===== src/sv/lcdns_pkg.sv =====
// Shared types, constants and word-building functions for the character LCD nibble sequencer.
// No dependencies; every other file but lcdns_cmd_if and lcdns_word_if imports this package.
package lcdns_pkg;

	// Command codes carried on the request channel.
	typedef enum logic [2:0] {
		OP_INIT     = 3'd0,
		OP_POSITION = 3'd1,
		OP_CHAR     = 3'd2,
		OP_CLEAR    = 3'd3,
		OP_SET_MODE = 3'd4
	} opcode_t;

	// Configuration register indexes.
	localparam int unsigned CFG_INDEX_W = 2;
	localparam logic [CFG_INDEX_W-1:0] CFG_ROW_COUNT    = 2'd0;
	localparam logic [CFG_INDEX_W-1:0] CFG_COLUMN_COUNT = 2'd1;
	localparam int unsigned CFG_DATA_W = 7;

	localparam logic [1:0] ROW_COUNT_RESET    = 2'd2;
	localparam logic [6:0] COLUMN_COUNT_RESET = 7'd16;

	// Display row address pitch (16..64).
	localparam int unsigned ROW_PITCH = 64;

	localparam logic [7:0] CMD_ADDR    = 8'h80;
	localparam logic [7:0] CMD_CLR     = 8'h01;
	localparam logic [7:0] CMD_CONTROL = 8'h08;

	localparam logic [5:0] WAIT_SHORT = 6'd1;
	localparam logic [5:0] WAIT_LONG  = 6'd35;
	localparam logic [5:0] WAIT_INIT  = 6'd36;

	localparam logic [4:0] INIT_WORDS = 5'd21;
	// The first four nibbles of the init sequence are the slow mode-reset steps.
	localparam logic [3:0] INIT_SLOW_NIBBLES = 4'd4;

	// Work left for the serialiser by one accepted command.
	typedef struct packed {
		logic       is_init;
		logic [1:0] nbytes;
		logic       rs0;
		logic [7:0] byte0;
		logic [7:0] byte1;
	} plan_t;

	typedef struct packed {
		logic [7:0] port_word;
		logic [5:0] wait_ms;
	} word_t;

	// Set-address command for a given row and column, truncated to a byte.
	function automatic logic [7:0] addr_cmd(input logic [1:0] row, input logic [6:0] col);
		logic [8:0] sum;
		sum = 9'(row) * 9'(ROW_PITCH) + 9'(col);
		return CMD_ADDR | sum[7:0];
	endfunction

	// Nibbles of the init sequence after the leading all-zero word:
	// three 8-bit function nibbles, the 4-bit switch, then 0x28, 0x01, 0x0C.
	function automatic logic [3:0] init_nibble(input logic [3:0] k);
		logic [3:0] nib;
		case (k)
			4'd0, 4'd1, 4'd2: nib = 4'h3;
			4'd3, 4'd4:       nib = 4'h2;
			4'd5:             nib = 4'h8;
			4'd6, 4'd8:       nib = 4'h0;
			4'd7:             nib = 4'h1;
			4'd9:             nib = 4'hC;
			default:          nib = 4'h0;
		endcase
		return nib;
	endfunction

	function automatic logic [4:0] word_count(input plan_t p);
		return p.is_init ? INIT_WORDS : {1'b0, p.nbytes, 2'b00};
	endfunction

	// Port word number idx of a plan.
	function automatic word_t build_word(input plan_t p, input logic [4:0] idx);
		word_t      w;
		logic [4:0] j;
		logic [7:0] b;
		logic [3:0] nib;
		logic       e_hi;
		logic       rs;
		j = idx - 5'd1;
		if (p.is_init) begin
			nib  = init_nibble(j[4:1]);
			e_hi = ~j[0];
			if (idx == 5'd0) begin
				w.port_word = 8'h00;
				w.wait_ms   = WAIT_LONG;
			end else begin
				w.port_word = {nib, 1'b1, e_hi, 1'b0, 1'b0};
				w.wait_ms   = (!e_hi && (j[4:1] < INIT_SLOW_NIBBLES)) ? WAIT_INIT : WAIT_SHORT;
			end
		end else begin
			// Each byte takes four words, so bit 2 of the index picks the byte.
			b    = idx[2] ? p.byte1 : p.byte0;
			rs   = idx[2] ? 1'b0 : p.rs0;
			nib  = idx[1] ? b[3:0] : b[7:4];
			e_hi = ~idx[0];
			w.port_word = {nib, 1'b1, e_hi, 1'b0, rs};
			w.wait_ms   = WAIT_SHORT;
		end
		return w;
	endfunction

endpackage


===== src/sv/lcdns_word_if.sv =====
// Result channel carrying one expander port word with its wait.
// Depends on nothing.
interface lcdns_word_if;
	logic       valid;
	logic       ready;
	logic [7:0] port_word;
	logic [5:0] wait_ms;
	logic       last;

	modport source (output valid, port_word, wait_ms, last, input ready);
	modport sink (input valid, port_word, wait_ms, last, output ready);
endinterface


===== src/sv/lcdns_emit.sv =====
// Word serialiser: walks one plan into the output register, a port word per cycle while the sink is ready.
// Depends on lcdns_pkg and lcdns_word_if.
module lcdns_emit
	import lcdns_pkg::*;
(
	input  logic          clk,
	input  logic          arst_n,
	input  logic          plan_valid,
	input  plan_t         plan,
	output logic          plan_take,
	lcdns_word_if.source  words
);

	logic       busy_q;
	plan_t      plan_q;
	logic [4:0] idx_q;
	logic [4:0] last_idx_q;

	logic       out_valid_q;
	logic [7:0] port_word_q;
	logic [5:0] wait_ms_q;
	logic       last_q;

	logic       out_free;
	logic       issue;
	logic       finishing;
	word_t      w;

	assign out_free  = !out_valid_q || words.ready;
	assign issue     = busy_q && out_free;
	assign finishing = issue && (idx_q == last_idx_q);
	assign plan_take = plan_valid && (!busy_q || finishing);
	assign w         = build_word(plan_q, idx_q);

	assign words.valid     = out_valid_q;
	assign words.port_word = port_word_q;
	assign words.wait_ms   = wait_ms_q;
	assign words.last      = last_q;

	always_ff @(posedge clk or negedge arst_n) begin
		if (!arst_n) begin
			busy_q      <= 1'b0;
			idx_q       <= '0;
			out_valid_q <= 1'b0;
		end else begin
			if (plan_take) begin
				busy_q <= 1'b1;
				idx_q  <= '0;
			end else if (finishing) begin
				busy_q <= 1'b0;
			end else if (issue) begin
				idx_q <= idx_q + 5'd1;
			end
			if (issue) begin
				out_valid_q <= 1'b1;
			end else if (words.ready) begin
				out_valid_q <= 1'b0;
			end
		end
	end

	always_ff @(posedge clk) begin
		if (plan_take) begin
			plan_q     <= plan;
			last_idx_q <= word_count(plan) - 5'd1;
		end
		if (issue) begin
			port_word_q <= w.port_word;
			wait_ms_q   <= w.wait_ms;
			last_q      <= finishing;
		end
	end

endmodule


===== src/flat_wrapper.sv =====
// flat-port wrapper written by rule: the top's interface ports become plain ports
module lcdns_emit_flat import lcdns_pkg::*;
  (clk, arst_n, plan_valid, plan, plan_take, words_valid, words_port_word, words_wait_ms, words_last, words_ready);
  lcdns_word_if words_i ();
  input  logic clk;
  input  logic arst_n;
  input  logic plan_valid;
  input  plan_t plan;
  output logic plan_take;
  output wire logic [$bits(words_i.valid)-1:0] words_valid;
  output wire logic [$bits(words_i.port_word)-1:0] words_port_word;
  output wire logic [$bits(words_i.wait_ms)-1:0] words_wait_ms;
  output wire logic [$bits(words_i.last)-1:0] words_last;
  input wire logic [$bits(words_i.ready)-1:0] words_ready;
  assign words_valid = words_i.valid;
  assign words_port_word = words_i.port_word;
  assign words_wait_ms = words_i.wait_ms;
  assign words_last = words_i.last;
  assign words_i.ready = words_ready;
  lcdns_emit u_core (.clk(clk), .arst_n(arst_n), .plan_valid(plan_valid), .plan(plan), .plan_take(plan_take), .words(words_i));
endmodule

===== config.mk =====
export PLATFORM = sky130hd
export DESIGN_NAME = lcdns_emit_flat
export DESIGN_NICKNAME = d
export VERILOG_FILES = /design/src/sv/lcdns_pkg.sv /design/src/sv/lcdns_word_if.sv /design/src/sv/lcdns_emit.sv /design/src/flat_wrapper.sv
export SDC_FILE = /design/constraint.sdc
export NUM_CORES = 1
export LEC_CHECK = 0
export ABC_CLOCK_PERIOD_IN_PS = 2060
export BUFFER_PORTS_ARGS = -buffer_cell sky130_fd_sc_hd__buf_4
export CAP_MARGIN = 30
export CORE_ASPECT_RATIO = 0.8
export CORE_MARGIN = 1
export CORE_UTILIZATION = 35
export CTS_CLUSTER_DIAMETER = 120
export DETAILED_ROUTE_END_ITERATION = 7
export SLEW_MARGIN = 20
export SYNTH_ARGS = -nofsm -noshare
export SYNTH_HDL_FRONTEND = slang
export SYNTH_SLANG_ARGS = --single-unit

===== constraint.sdc =====
create_clock -name clk -period 2.06 [get_ports clk]
set_clock_uncertainty 0.05 [all_clocks]
set_input_delay 0.103 -clock clk [delete_from_list [all_inputs] [get_ports clk]]
set_output_delay 0.103 -clock clk [all_outputs]
set_load 0.05 [all_outputs]

==> metrics.cfg <==
[floorplan]
die_w_um = 83.2
rows = 23
core-area_um2 = 5040
die_h_um = 67.0
start_util = 0.366
die-area_um2 = 5570
pin_count = 41

[clocking]
numCtsBuffers = 5
clk_pin_slew_ps = 80
numClockSinks = 41
htree_levels = 2
clockBufferDepth = 2
insertion_delay_ps = 290
cts_tree = built
root_buffer = clkbuf_8

[run]
maxCapViolCount = 0

[drt]
final_antenna_net_count = 0
wl_met1_um = 1620
routed_via_density = 4.73
wl_um = 3750
drtIter0Drc = 100
highest_layer = met4
wl_met2_um = 1910
firstDrtPassIters = 4
drc = 0
met3_length_um = 168
avgRoutedWirePerCell_um = 14.2
vias = 1254

[worst_setup_path]
cp.required_ps = 1910
rr_worst_depth = 6
setup.worst_path.start_class = flop
cp_max_fo = 8
critical_path_class = flop to output pin
cp_data_arrival_time_ps = 1850
end_kind = output pin

[place]
place_ws_ps = 225
io_buffers = 37
post_dp_cell_area_um2 = 2210
globalplace.congestion = 0.762
dpl.hpwl_um = 2400

[pwr]
power_density_nw_per_um2 = 1160
p_leak_nw = 1.09
peakVddDrop_mv = 0.518

[logic_synthesis]
syn_inst = 130
synth_cell_types = 36
synth_area_leaders = edfxtp_1 55%, dfrtp_1 9.5%, mux4_1 5.7%
yosys_most_used_dff = edfxtp_1
synth_area_per_cell_um2 = 14.2
ys_warn_count = 0
synth_top_area_cell = edfxtp_1
syn_area_um2 = 1850
seq_area_frac_synth = 0.648
synth_edf_count = 34
synth-seq-cells = 41
async_flop_share = 0.171
synth_top_area_frac = 0.553

[layout]
fillers = 427
final_cell_mix = 51 x buf_4, 34 x edfxtp_1, 19 x dlygate4sd3_1
post_route_cells_drive_above_1_share = 0.379
area_growth_pct = 42.4
layout_commonest_cell = buf_4
fin_area_um2 = 2630
n_antenna_cell = 0
nNetsFinal = 229

[grt]
grt_start_max_net_pins = 16
grt_pass1_wl_um = 5750
grt-ovfl-total = 0
track_usage = 0.139
antenna_found_initial = 0
grt_pass1_vias = 1208

[outcome]
status = completed

[timing]
fmax_mhz = 500
worst_slack_ps = 59.5
tns_ps = 0
min_period_ps = 2000
setup_violations = 0
final_max_slew_viol_count = 0
hold_violations = 0
post-route-period-util = 0.971
whs_ps = 0.783

[worst_hold_path]
min_path_type = input pin to flop
min_delay_path_depth = 2

-- what timing repair did --
action | 4_1_cts | 5_1_grt
buffers inserted | 0 | 11
pin swaps | 1 | 3
hold buffers | 19 | 0
gates cloned | 1 | 0
endpoints found under the hold margin | 25 | 0
gates resized for setup | 3 | 1
setup endpoints to repair | 1 | 1
-- worst paths after layout --
| path | startpoint | to | slack (ps) |
|---|---|---|---|
| min | plan_valid | u_core.busy_q | 0.8 |
| min reg2reg | u_core.busy_q | u_core.words.valid | 480 |
| max reg2reg | u_core.idx_q[3] | u_core.plan_q[19] | 60 |
| min in group asynchronous | arst_n | u_core.busy_q | 110 |
| max | u_core.idx_q[3] | plan_take | 60 |
| max in group asynchronous | arst_n | u_core.idx_q[2] | 1710 |
-- critical path, stage by stage, from the launching register on --
cell     delay (ps)
dfrtp_2         450
xor2_1          180
nor3_2          300
nand2_4         120
o21ai_4         200
buf_12          140
buf_6           150
-- cell usage after synthesis, types with 3 or more instances --
cell      number
nand3_1        3
a21oi_1        3
mux4_1         4
buf_4          4
o21ai_0        6
xnor2_1        5
nand2_1        6
inv_1         10
nor2_1         7
xor2_1         4
nand2b_1       5
dfrtp_1        7
nor3_2         3
edfxtp_1      34
-- sequential cells by signal, summed over array words and instances, names as in the netlist --
name                    flops
u_core.plan_q              18
u_core.idx_q                5
u_core.last_idx_q           4
u_core.busy_q               1
u_core.words.wait_ms        4
u_core.words.port_word      7
u_core.words.valid          1
u_core.words.last           1
-- power breakdown --
group	total [mW]	internal [mW]	switching, mW
clock	0.627	0.352	0.274
combinational	1.22	0.545	0.677
sequential	1.20	1.07	0.129
-- metrics by stage --
step	power (mW)	util	instances
after CTS	3.00	0.505	254
final	3.05	0.522	265
after global routing	3.21	0.522	265
after floorplan	2.08	-	132
after detailed placement	2.34	0.439	227
after global placement	2.30	0.439	227
-- layout make-up --
cell class	instances	area (um^2)	share of cell area
sequential	41	1200	0.457
multi-input combinational	72	568	0.216
clock inverter	2	35.0	0.0133
inverter	10	41.3	0.0157
timing repair buffer	73	637	0.242
tap	62	77.6	0.0295
clock buffer	5	68.8	0.0262
-- metal layers --
layer  vias up  track usage
met1       604        0.167
met4         0       0.0582
met3         5       0.0384
met2        37        0.240
met5         -            0
li1        608            -
-- cell families after synthesis --
logic type / count (synthesis) / share of synthesized area
xor+xnor: 9 / 0.0427
mux: 5 / 0.0624
compound gates: 16 / 0.0570
other cells: 1 / 0.00203
simple gates: 37 / 0.118
fa+ha+maj: 2 / 0.0136
flops: 41 / 0.648
buf+inv: 19 / 0.0563
Note: power is estimated with default switching activity, not from simulation.
